$ cat config.mk
export PLATFORM = sky130hd
export DESIGN_NAME = centered_moving_average_clamped
export DESIGN_NICKNAME = d
export VERILOG_FILES = /design/src/sv/cmac_pkg.sv /design/src/sv/centered_moving_average_clamped.sv /design/src/sv/cmac_ram.sv
export SDC_FILE = /design/constraint.sdc
export NUM_CORES = 2
export LEC_CHECK = 0
export ABC_AREA = 1
export BUFFER_PORTS_ARGS = -buffer_cell sky130_fd_sc_hd__buf_2
export CAP_MARGIN = 20
export CORE_MARGIN = 8
export CORE_UTILIZATION = 41
export DETAILED_ROUTE_END_ITERATION = 10
export PLACE_DENSITY_LB_ADDON = 0.15
export SLEW_MARGIN = 20
export SYNTH_ARGS = -nofsm -noshare
export SYNTH_HDL_FRONTEND = slang
export SYNTH_SLANG_ARGS = --single-unit
$ cat constraint.sdc
create_clock -name clock -period 3.9 [get_ports clock]
set_input_delay 0.975 -clock clock [delete_from_list [all_inputs] [get_ports clock]]
set_output_delay 0.975 -clock clock [all_outputs]
set_load 0.03 [all_outputs]
$ cat src/sv/cmac_pkg.sv
// ----------------------------------------------------------------------------
// cmac_pkg: shared types and constants for the centered moving average
// Holds the width and reset value of the window radius register.
// ----------------------------------------------------------------------------
package cmac_pkg;

   localparam int unsigned CSR_W = 4;
   localparam int unsigned CSR_RESET = 1;

   typedef logic [CSR_W-1:0] csr_type;

endpackage

$ cat src/sv/centered_moving_average_clamped.sv
// ----------------------------------------------------------------------------
// centered_moving_average_clamped: centered box average with clamped ends
// Smooths signed samples over a window of radius R held in a ring store,
// rounding to nearest with ties away from zero; a tlast item flushes.
// ----------------------------------------------------------------------------
//  channel  direction  handshake                payload
//  req      in         req_tvalid / req_tready  tdata: sample, tlast: is_last
//  rsp      out        rsp_tvalid / rsp_tready  tdata: smoothed, tlast: last_out
//  csr      in         csr_wen                  csr_wdata: window_radius
//
//  each result sums a window of w samples, w being its window count (1 to 2R+1),
//  and divides by w; SUM_W = SAMPLE_BITS + 5 at the default R limit. The steps
//  are setup, sum (one store read per window sample, drained through the
//  registered read), prep, divide at one quotient bit per cycle, then emit.
//  an item is accepted in idle and decided on before its first result, or returns to idle if it yields none;
//  a flush runs result by result.
//  reset is synchronous and clears all sequence state; the store needs no clearing.
//  a result waiting in the output register holds back the next result in emit, and with it the input.
// ----------------------------------------------------------------------------
module centered_moving_average_clamped #(
   parameter int unsigned MAX_RADIUS = 15,
   parameter int unsigned SAMPLE_BITS = 16,
   parameter int unsigned STORE_DEPTH = 64,
   localparam int unsigned DATA_W = ((SAMPLE_BITS + 7) / 8) * 8
) (
   input  logic                clock,
   input  logic                reset,
   input  logic                req_tvalid,
   output logic                req_tready,
   input  logic [DATA_W-1:0]   req_tdata,   // [SAMPLE_BITS-1:0] sample
   input  logic                req_tlast,
   output logic                rsp_tvalid,
   input  logic                rsp_tready,
   output logic [DATA_W-1:0]   rsp_tdata,   // [SAMPLE_BITS-1:0] smoothed
   output logic                rsp_tlast,
   input  logic                csr_wen,
   input  cmac_pkg::csr_type   csr_wdata
);

   localparam int unsigned DEPTH_LIM = (STORE_DEPTH - 1) / 3;
   localparam int unsigned RAD_LIM = (MAX_RADIUS < DEPTH_LIM) ? MAX_RADIUS : DEPTH_LIM;
   localparam int unsigned RAD_W = $clog2(RAD_LIM + 1);
   localparam int unsigned CNT_W = RAD_W + 1;
   localparam int unsigned SUM_W = SAMPLE_BITS + CNT_W;
   localparam int unsigned ADDR_W = $clog2(STORE_DEPTH);
   localparam int unsigned DIV_CW = $clog2(SUM_W + 1);

   typedef enum logic [2:0] {
      ST_IDLE,
      ST_DECIDE,
      ST_SETUP,
      ST_SUM,
      ST_PREP,
      ST_DIV,
      ST_EMIT
   } state_type;

   state_type               state_ff;
   cmac_pkg::csr_type       window_radius_ff;
   logic [RAD_W-1:0]        radius_ff;
   logic [ADDR_W-1:0]       wp_ff;
   logic [CNT_W-1:0]        seen_ff;
   logic [CNT_W-1:0]        pending_ff;
   logic [RAD_W-1:0]        emit_idx_ff;
   logic                    last_ff;
   logic                    smooth_ff;
   logic [ADDR_W-1:0]       addr_ff;
   logic [CNT_W-1:0]        issue_ff;
   logic                    rvalid_ff;
   logic [CNT_W-1:0]        count_ff;
   logic [SUM_W-1:0]        acc_ff;
   logic                    neg_ff;
   logic [SUM_W-1:0]        quo_ff;
   logic [CNT_W-1:0]        rem_ff;
   logic [DIV_CW-1:0]       div_cnt_ff;
   logic                    rsp_valid_ff;
   logic [SAMPLE_BITS-1:0]  rsp_data_ff;
   logic                    rsp_last_ff;

   logic                    accept;
   logic                    can_load;
   logic [RAD_W-1:0]        radius_in;
   logic [CNT_W-1:0]        two_r;
   logic [CNT_W-1:0]        win_max;
   logic [CNT_W-1:0]        pend_m1;
   logic [RAD_W-1:0]        left_in;
   logic [RAD_W-1:0]        right_in;
   logic [CNT_W-1:0]        count_in;
   logic [ADDR_W:0]         base_tmp;
   logic [ADDR_W-1:0]       addr_in;
   logic [ADDR_W-1:0]       addr_inc;
   logic [ADDR_W-1:0]       wp_inc;
   logic [SAMPLE_BITS-1:0]  rd_data;
   logic [SUM_W-1:0]        rd_ext;
   logic [SUM_W-1:0]        mag;
   logic [SUM_W-1:0]        quo_in;
   logic [CNT_W:0]          rem_shift;
   logic                    rem_ge;
   logic [CNT_W:0]          rem_diff;
   logic [SAMPLE_BITS-1:0]  result_in;

   assign accept = req_tvalid && req_tready;
   assign req_tready = (state_ff == ST_IDLE);
   assign can_load = !rsp_valid_ff || rsp_tready;

   always_comb begin
      if (int'(window_radius_ff) > int'(RAD_LIM)) begin
         radius_in = RAD_W'(RAD_LIM);
      end else begin
         radius_in = window_radius_ff[RAD_W-1:0];
      end
   end

   assign two_r = {radius_ff, 1'b0};
   assign win_max = {radius_ff, 1'b1};
   assign pend_m1 = pending_ff - CNT_W'(1);

   // window clamped to samples already emitted on the left, still held on the right
   always_comb begin
      left_in = '0;
      right_in = '0;
      if (smooth_ff) begin
         left_in = (emit_idx_ff < radius_ff) ? emit_idx_ff : radius_ff;
         right_in = (pend_m1 < {1'b0, radius_ff}) ? pend_m1[RAD_W-1:0] : radius_ff;
      end
   end

   assign count_in = {1'b0, left_in} + {1'b0, right_in} + CNT_W'(1);

   // oldest pending slot minus the left reach, wrapped into the ring
   assign base_tmp = {1'b0, wp_ff} + (ADDR_W + 1)'(STORE_DEPTH)
                   - (ADDR_W + 1)'(pending_ff) - (ADDR_W + 1)'(left_in);
   assign addr_in = (base_tmp >= (ADDR_W + 1)'(STORE_DEPTH))
                  ? ADDR_W'(base_tmp - (ADDR_W + 1)'(STORE_DEPTH))
                  : base_tmp[ADDR_W-1:0];

   assign addr_inc = (addr_ff == ADDR_W'(STORE_DEPTH - 1)) ? '0 : addr_ff + ADDR_W'(1);
   assign wp_inc = (wp_ff == ADDR_W'(STORE_DEPTH - 1)) ? '0 : wp_ff + ADDR_W'(1);

   assign rd_ext = {{CNT_W{rd_data[SAMPLE_BITS-1]}}, rd_data};

   // rounding: magnitude plus half the count, then truncating division
   assign mag = acc_ff[SUM_W-1] ? (~acc_ff + SUM_W'(1)) : acc_ff;
   assign quo_in = mag + SUM_W'(count_ff >> 1);

   // restoring divider, one quotient bit per cycle
   assign rem_shift = {rem_ff, quo_ff[SUM_W-1]};
   assign rem_ge = (rem_shift >= {1'b0, count_ff});
   assign rem_diff = rem_shift - {1'b0, count_ff};

   assign result_in = neg_ff ? (~quo_ff[SAMPLE_BITS-1:0] + SAMPLE_BITS'(1))
                             : quo_ff[SAMPLE_BITS-1:0];

   cmac_ram #(
      .WIDTH (SAMPLE_BITS),
      .DEPTH (STORE_DEPTH)
   ) u_store (
      .clock   (clock),
      .wr_en   (accept),
      .wr_addr (wp_ff),
      .wr_data (req_tdata[SAMPLE_BITS-1:0]),
      .rd_en   (state_ff == ST_SUM),
      .rd_addr (addr_ff),
      .rd_data (rd_data)
   );

   always_ff @(posedge clock) begin
      if (reset) begin
         state_ff <= ST_IDLE;
         window_radius_ff <= cmac_pkg::csr_type'(cmac_pkg::CSR_RESET);
         radius_ff <= '0;
         wp_ff <= '0;
         seen_ff <= '0;
         pending_ff <= '0;
         emit_idx_ff <= '0;
         rvalid_ff <= 1'b0;
         rsp_valid_ff <= 1'b0;
      end else begin
         if (csr_wen) begin
            window_radius_ff <= csr_wdata;
         end
         // the emit state reloads the output register itself
         if (rsp_valid_ff && rsp_tready && state_ff != ST_EMIT) begin
            rsp_valid_ff <= 1'b0;
         end
         case (state_ff)
            ST_IDLE: begin
               if (accept) begin
                  // radius is latched on the first item of a sequence
                  if (seen_ff == '0 && pending_ff == '0) begin
                     radius_ff <= radius_in;
                     emit_idx_ff <= '0;
                  end
                  wp_ff <= wp_inc;
                  if (seen_ff != '1) begin
                     seen_ff <= seen_ff + CNT_W'(1);
                  end
                  pending_ff <= pending_ff + CNT_W'(1);
                  last_ff <= req_tlast;
                  state_ff <= ST_DECIDE;
               end
            end
            ST_DECIDE: begin
               if (last_ff) begin
                  smooth_ff <= (radius_ff != '0) && (seen_ff >= win_max);
                  state_ff <= ST_SETUP;
               end else if (pending_ff > two_r) begin
                  smooth_ff <= 1'b1;
                  state_ff <= ST_SETUP;
               end else begin
                  state_ff <= ST_IDLE;
               end
            end
            ST_SETUP: begin
               addr_ff <= addr_in;
               issue_ff <= count_in;
               count_ff <= count_in;
               acc_ff <= '0;
               rvalid_ff <= 1'b0;
               state_ff <= ST_SUM;
            end
            ST_SUM: begin
               if (issue_ff != '0) begin
                  addr_ff <= addr_inc;
                  issue_ff <= issue_ff - CNT_W'(1);
                  rvalid_ff <= 1'b1;
               end else begin
                  rvalid_ff <= 1'b0;
               end
               if (rvalid_ff) begin
                  acc_ff <= acc_ff + rd_ext;
               end
               if (issue_ff == '0 && !rvalid_ff) begin
                  state_ff <= ST_PREP;
               end
            end
            ST_PREP: begin
               neg_ff <= acc_ff[SUM_W-1];
               quo_ff <= quo_in;
               rem_ff <= '0;
               div_cnt_ff <= DIV_CW'(SUM_W);
               state_ff <= ST_DIV;
            end
            ST_DIV: begin
               quo_ff <= {quo_ff[SUM_W-2:0], rem_ge};
               rem_ff <= rem_ge ? rem_diff[CNT_W-1:0] : rem_shift[CNT_W-1:0];
               div_cnt_ff <= div_cnt_ff - DIV_CW'(1);
               if (div_cnt_ff == DIV_CW'(1)) begin
                  state_ff <= ST_EMIT;
               end
            end
            ST_EMIT: begin
               if (can_load) begin
                  rsp_valid_ff <= 1'b1;
                  rsp_data_ff <= result_in;
                  rsp_last_ff <= last_ff && (pending_ff == CNT_W'(1));
                  pending_ff <= pend_m1;
                  if (last_ff && pending_ff == CNT_W'(1)) begin
                     emit_idx_ff <= '0;
                  end else if (emit_idx_ff != RAD_W'(RAD_LIM)) begin
                     emit_idx_ff <= emit_idx_ff + RAD_W'(1);
                  end
                  if (last_ff) begin
                     if (pending_ff != CNT_W'(1)) begin
                        state_ff <= ST_SETUP;
                     end else begin
                        seen_ff <= '0;
                        state_ff <= ST_IDLE;
                     end
                  end else begin
                     state_ff <= ST_IDLE;
                  end
               end
            end
            default: begin
               state_ff <= ST_IDLE;
            end
         endcase
      end
   end

   assign rsp_tvalid = rsp_valid_ff;
   assign rsp_tdata = DATA_W'(rsp_data_ff);
   assign rsp_tlast = rsp_last_ff;

`ifndef SYNTHESIS
   a_pending_bound: assert property (@(posedge clock) disable iff (reset)
      pending_ff <= win_max)
      else $error("more samples pending than a full window");

   a_steady_emit: assert property (@(posedge clock) disable iff (reset)
      (state_ff == ST_EMIT && !last_ff) |-> pending_ff == win_max)
      else $error("mid-sequence result without a full window held");

   a_sum_count: assert property (@(posedge clock) disable iff (reset)
      (state_ff == ST_SUM) |-> (count_ff != '0 && count_ff <= win_max))
      else $error("window count out of range");

   a_div_rem: assert property (@(posedge clock) disable iff (reset)
      (state_ff == ST_DIV) |-> rem_ff < count_ff)
      else $error("divider remainder not below the count");

   a_flush_end: assert property (@(posedge clock) disable iff (reset)
      (state_ff == ST_EMIT && can_load && last_ff && pending_ff == CNT_W'(1))
      |=> (seen_ff == '0 && pending_ff == '0 && state_ff == ST_IDLE))
      else $error("sequence state not cleared after flush");
`endif

endmodule

$ cat src/sv/cmac_ram.sv
// ----------------------------------------------------------------------------
// cmac_ram: generic single-port-write, single-port-read RAM
// One write and one registered read per cycle.
// ----------------------------------------------------------------------------
module cmac_ram #(
   parameter int unsigned WIDTH = 16,
   parameter int unsigned DEPTH = 64,
   localparam int unsigned AW = $clog2(DEPTH)
) (
   input  logic             clock,
   input  logic             wr_en,
   input  logic [AW-1:0]    wr_addr,
   input  logic [WIDTH-1:0] wr_data,
   input  logic             rd_en,
   input  logic [AW-1:0]    rd_addr,
   output logic [WIDTH-1:0] rd_data
);

   logic [WIDTH-1:0] mem_ff [DEPTH];
   logic [WIDTH-1:0] rd_data_ff;

   always_ff @(posedge clock) begin
      if (wr_en) begin
         mem_ff[wr_addr] <= wr_data;
      end
      if (rd_en) begin
         rd_data_ff <= mem_ff[rd_addr];
      end
   end

   assign rd_data = rd_data_ff;

endmodule
Word level (Yosys, flattened, before mapping)
Memories as Yosys holds them, arrays and structs flattened. A register that Yosys moved wholly into a read port is not among the register bits.
Index checks and enable logic that the tools add are counted.
- equality and inequality tests: 25
- add/sub/neg operators: 19
- mux-type cells: 52
- reductions and logical operators: 34
- bitwise logic cells: 3
- magnitude comparators: 6
- operators by type and width (cell ; number):
    $pmux W21 S2 ; 2
    $pmux W5 S2 ; 5
    $mux W5 ; 9
    $mux W21 ; 2
    $mux W4 ; 9
    $mux W6 ; 4
    $add A21 B1 Y21 const B ; 1
    $add A21 B21 Y21 ; 1
    $add A21 B4 Y21 ; 1
    $not A21 Y21 ; 1
    $pmux W3 S7 ; 1
    $reduce_and A3 Y1 ; 7
    $add A16 B1 Y16 const B ; 1
    $mux W16 ; 1
    $not A16 Y16 ; 1
    $add A5 B1 Y5 const B ; 3
    $logic_not A5 Y1 ; 3
    $mux W3 ; 5
    $sub A5 B1 Y5 const B ; 3
    $ne A2 B2 Y1 const B ; 7
    $add A6 B1 Y6 const B ; 2
    $eq A6 B6 Y1 const B ; 2
    $pmux W6 S2 ; 1
    $eq A5 B1 Y1 const B ; 2
    37 further kinds ; 65
- register bits after elaboration: 121
- memories: 1
- output and inout port bits: 19
- input port bits: 26
- RAM bits: 1024
- word-level logic and storage cells: 161
- memories (memory ; depth ; width ; rd ports ; clocked after Yosys merged registers in ; write ports ; RTL line ; RTL):
    u_store.mem_ff ; 64 ; 16 ; 1 ; 1 ; 1 ; cmac_ram.sv:19 ; logic [WIDTH-1:0] mem_ff [DEPTH];

Longest topological paths before layout
- depth in word-level cells: 7
- gate-level depth with buffers: 20
- gate-level depth less buffers: 19

By module
Synthesis repeated with hierarchy kept, for this count alone.
- cells, all modules: 4649
- area total of the unflattened synthesis: 50995.2 um^2
- by module, submodules not included (module ; cells each ; seq. area each (um^2) ; instances ; area an instance (um^2)):
    cmac_ram ; 3517 ; 31230.0 ; 1 ; 42259.3
    centered_moving_average_clamped ; 1132 ; 3303.2 ; 1 ; 8735.9

Worst setup path before layout
No wires, ideal clock.
- kind: input-to-reg
- start point: input reset
- end point: register div_cnt_ff[0], enable pin
- buffers on the path: 2
- data arrival time: 3553 ps
- setup slack: -111 ps
- data required time: 3442 ps
- setup time: 458 ps
- cell stages on the path: 3
- cells stage by stage: clkbuf_1 > buf_1 > nor3_1
- longest elaborated chain between the ends: 2
- ends and longest elaborated chain (item ; RTL line ; RTL):
    from (decl) ; centered_moving_average_clamped.sv:27 ; input logic reset,
    $not A1 Y1 (no source line) ; - ;
    $reduce_and A2 Y1 (no source line) ; - ;
    to (signal assigned) ; centered_moving_average_clamped.sv:241 ; div_cnt_ff <= DIV_CW'(SUM_W);
    to (signal assigned) ; centered_moving_average_clamped.sv:247 ; div_cnt_ff <= div_cnt_ff - DIV_CW'(1);
    to (decl) ; centered_moving_average_clamped.sv:75 ; logic [DIV_CW-1:0] div_cnt_ff;
Every way passes these cells.
A chain may end at the register's enable or synchronous reset.

Worst setup path after layout
- start point: register radius_ff[1]
- end point: register addr_ff[5], data pin
- longest elaborated chain between the ends: 7
- elaborated cells on any way between the ends: 8
- classes of those cells: 2 x add/sub; 2 x order compare; 4 x mux
- ends and longest elaborated chain (item ; RTL line ; RTL):
    from (decl) ; centered_moving_average_clamped.sv:60 ; logic [RAD_W-1:0] radius_ff;
    from (signal assigned) ; centered_moving_average_clamped.sv:191 ; radius_ff <= radius_in;
    $lt A4 B4 Y1 ; centered_moving_average_clamped.sv:123 ; left_in = (emit_idx_ff < radius_ff) ? emit_idx_ff : radius_ff;
    $mux W4 (*) ; centered_moving_average_clamped.sv:123 ;
    $mux W4 (*) ; centered_moving_average_clamped.sv:122 ; if (smooth_ff) begin
    $sub A7 B4 Y7 (*) ; centered_moving_average_clamped.sv:132 ; - (ADDR_W + 1)'(pending_ff) - (ADDR_W + 1)'(left_in);
    $sub A6 B1 Y6 / $ge A7 B7 Y1 (equally long branches) ; centered_moving_average_clamped.sv:134, centered_moving_average_clamped.sv:133 ;
    $mux W6 (*) ; centered_moving_average_clamped.sv:134 ; ? ADDR_W'(base_tmp - (ADDR_W + 1)'(STORE_DEPTH))
    $pmux W6 S2 (*) ; centered_moving_average_clamped.sv:186 ; case (state_ff)
    to (signal assigned) ; centered_moving_average_clamped.sv:215 ; addr_ff <= addr_in;
    to (signal assigned) ; centered_moving_average_clamped.sv:224 ; addr_ff <= addr_inc;
    to (decl) ; centered_moving_average_clamped.sv:67 ; logic [ADDR_W-1:0] addr_ff;
Every way passes the cells marked *; elsewhere a longest branch is shown, timed or not.

==> summary.md <==
| Metric | Value |
|---|---|
| Die Width | between 300 and 400 um |
| Seq/Total Area, Yosys | between 70% and 80% |
| Min cycle time layout | between 3 and 4 ns |
| Clk pin slew, worst setup/hold paths | about 0.06 ns |
| Max Freq | roughly 280 MHz |
| Slew headroom | between 30 and 40% |
| Global Route Usage Sum | between 20% and 30% |
| Hold wc startpoint | req_tlast |
| Reg2reg setup slack | between 0.3 and 0.4 ns |
| Cell class contributing the biggest share of worst-path delay | adder cells |
| Vias per std cell | 5.53 |
| MaxCap Viol Count | 0 |
| Die ar. | roughly 130,000 um^2 |
| Synthesized net count | 4,196 |
| Fin. Hold Viols | 0 |
| Total power draw | approximately 36 mW |
| I/O pin count | 45 |
| Avg Inst Size Synth | 12.0 um^2 |
| RePlAce Congestion | roughly 0.85 |
| ANT cells | 0 |
| CP Launch Type | flip-flop |
| Die Ht | 362 um |
| Top_reg_cell synth | edfxtp_1 |
| CTS Sinks | 1,161 |
| Vias | ~33k |
| Layout cells sized above 1 | around 10% |
| Critical-path top delay cell | fa_1 |
| CP cell instances | inv_1 -> ha_1 -> a21boi_0 -> o211ai_1 -> nand2_1 -> inv_1 -> nor2_1 -> nor3_1 -> inv_1 -> fa_1 -> ha_1 -> a21oi_1 -> o21ai_0 -> nand2_1 -> nand2_1 -> a21oi_1 -> xnor2_1 -> o22ai_1 |
| Routed len/inst | around 23 um |
| EDFF count, synth | between 1k and 1.5k |
| Max VDD drop | around 0.45 mV |
| CTS tree | built |
| Asr flop ratio synth | 0% |
| TNS Setup | 0 ns |
| Crit. End Element | flip-flop |
| Post-Synthesis Cells | ~4.1k |
| Initial antenna violation count | 4 |
| DP Wirelength | a little over 80,000 um |
| Crit path largest cell delay | around 0.44 ns |
| Post-Syn Area | a little under 50,000 um^2 |
| # DRC | 0 |
| Num CTS Buffers | approximately 130 |
| Final Max Tran Viols | 0 |
| H-tree Lvls | 4 |
| Filler cells | between 10k and 15k |
| Worst hold endpoint | last_ff |
| Post-Layout Cell Count | between 5k and 6k |
| Hold WC Path Type | primary input to flip-flop |
| PostCTS Resize Cnt | 0 |
| Vias in the first global route | 31.3k |
| # rows | 127 |
| Placed insts | approximately 5.7k |
| RSZ-0062 raised after global routing | false |
| Lkg Pwr | 18.7 nW |
| Tcrit/Tclk final | 90.1% |
| PortBufs | 44 |
| Clock Tree Buf Depth | 3 |
| R2R Path Start | radius_ff[1] |
| Clk_lat worst skew | ~0.74 ns |
| Outcome | completed |
| Clock skew | 0.0374 ns |
| Cell Pwr Density | about 650 nW/um^2 |
| Largest net degree at the start of global routing | 132 |
| GRT overflow | 0 |
| Starting density of the core | between 40% and 50% |
| DR pass1 iterations | 7 |
| Buffers & Inverters on Critical Path | 3 |
| Nets | roughly 4.3k |
| CP arrival | a little under 4 ns |
| Post-CTS Hold Fix Bufs | 0 |
| Drt total wl | 138,000 um |
| Reg-to-Reg End | addr_ff[5] |
| Crit path kind | flip-flop to flip-flop |
| Crit Path Max Fanout | 5 |
| Yosys reg bits | about 1.2k |
| Post-CTS Setup Inserts | 0 |
| WP data required | 4.37 ns |
| Hold depth | 1 |
| Synth-to-Final Area Change | 14.0% |
| Total of warnings raised by yosys | 0 |
| Worst-Margin Slew | between 0.9 and 1 ns |
| Routed Antenna Nets | 0 |
| Hold WS | about 0.42 ns |
| Synth cell types | 54 |
| R2R cell count | 18 |
| Clock root cell | clkbuf_16 |
| Core Region | roughly 120,000 um^2 |
| # setup viols final | 0 |
| Initial DRC Count | approximately 3k |
| First-pass GRT wire length | between 200,000 and 250,000 um |
## worst max path at each step
stage,end,from,cells after the start,slack [ns]
floorplan,addr_ff[5],radius_ff[1],18,0.71
global placement,addr_ff[5],radius_ff[1],18,0.32
detailed placement,addr_ff[5],radius_ff[1],18,0.34
CTS,addr_ff[5],radius_ff[1],18,0.37
global route,addr_ff[5],radius_ff[1],18,0.07
finish,addr_ff[5],radius_ff[1],18,0.38
## placed cells by master (no fill, tap or decap), types with 6 or more instances in the layout
master	netlist	final
edfxtp_1	1128	1128
nor2_1	783	773
o21ai_0	685	685
nand2_1	270	270
o22ai_1	264	264
buf_4	2	154
inv_1	144	143
clkbuf_16	0	135
nand3_1	91	91
a21oi_1	86	85
ha_1	71	71
o211ai_1	57	57
buf_2	72	41
o221ai_1	33	33
clkbuf_1	161	33
dfxtp_1	33	33
clkinv_1	1	28
xor2_1	26	26
nor3_1	29	25
o21ai_1	24	24
buf_12	0	17
clkinv_2	0	15
xnor2_1	14	14
nor2_2	5	14
o21bai_1	13	13
nand4_1	12	12
inv_2	11	8
fa_1	8	8
nor3_2	3	6
or2_2	6	6
## cell usage after synthesis, types with 6 or more instances
cell      instances  area share [%]
o21ai_0         685             7.0
nor2_1          783             6.0
nand3_1          91            0.93
nand2_1         270             2.1
edfxtp_1       1128              69
dfxtp_1          33             1.3
o221ai_1         33            0.59
xor2_1           26            0.46
buf_2            72            0.73
o211ai_1         57            0.87
o21ai_1          24            0.24
clkbuf_1        161             1.2
inv_2            11           0.084
or2_2             6           0.076
ha_1             71             1.8
xnor2_1          14            0.25
inv_1           144             1.1
fa_1              8            0.33
nand4_1          12            0.15
nor3_1           29            0.30
o22ai_1         264             3.4
a21oi_1          86            0.88
o21bai_1         13            0.20
## per-stage QoR
stage	cell area, um^2	worst slack, ns	utilization [%]
2_1_floorplan	49100	0.714	-
3_3_place_gp	51900	0.317	43.5
3_5_place_dp	51900	0.341	43.5
4_1_cts	56000	0.367	46.9
5_1_grt	56000	0.0714	46.9
6_report	56000	0.384	46.9
## cells by family after synthesis
family | count (synthesis) | synth area share (%)
buffers and inverters | 396 | 3.26
AND/OR/NAND/NOR | 1222 | 9.95
adder cells (fa/ha/maj) | 79 | 2.13
multiplexers | 4 | 0.0815
flip-flops | 1161 | 70.3
AO/OA/AOI/OAI | 1189 | 13.5
XOR/XNOR | 40 | 0.713
## per-layer routing
| layer | GRT usage (%) | part of all wire [%] | up-vias |
|---|---|---|---|
| met2 | 32.5 | 46 | 977 |
| met3 | 3.69 | 6.2 | 216 |
| met5 | 0 | 0 | - |
| li1 | - | - | 15300 |
| met4 | 7.70 | 3.6 | 0 |
| met1 | 28.4 | 45 | 16200 |
## flip-flops by register name, summed over array words and instances, names as in the netlist, 3 cells and up
name and cells:
quo_ff 21, pending_ff 5, rem_ff 5, radius_in 4, issue_ff 5, rsp_tdata 16, acc_ff 21, u_store.mem_ff 1024
emit_idx_ff 4, div_cnt_ff 5, seen_ff 5, addr_ff 6, wp_ff 6, count_ff 5, state_ff 3, u_store.rd_data 16
radius_ff 4
## area by class of cell
class,instances,area [um^2],share of cell area (%)
inverter,156,604,1.08
sequential,1161,34500,61.7
tap,1612,2020,3.60
clock buffer,168,3500,6.26
clock inverter,62,582,1.04
timing repair buffer,212,1700,3.04
multi-input combinational,2534,13000,23.3
## power by group
group	internal, mW	switching, mW	leakage, nW
clock network	6.73	5.04	1.98
logic	3.08	7.18	6.34
registers	14.2	0.286	10.4
total	24.0	12.5	18.7
No activity file was read; power rests on OpenSTA's default activity.
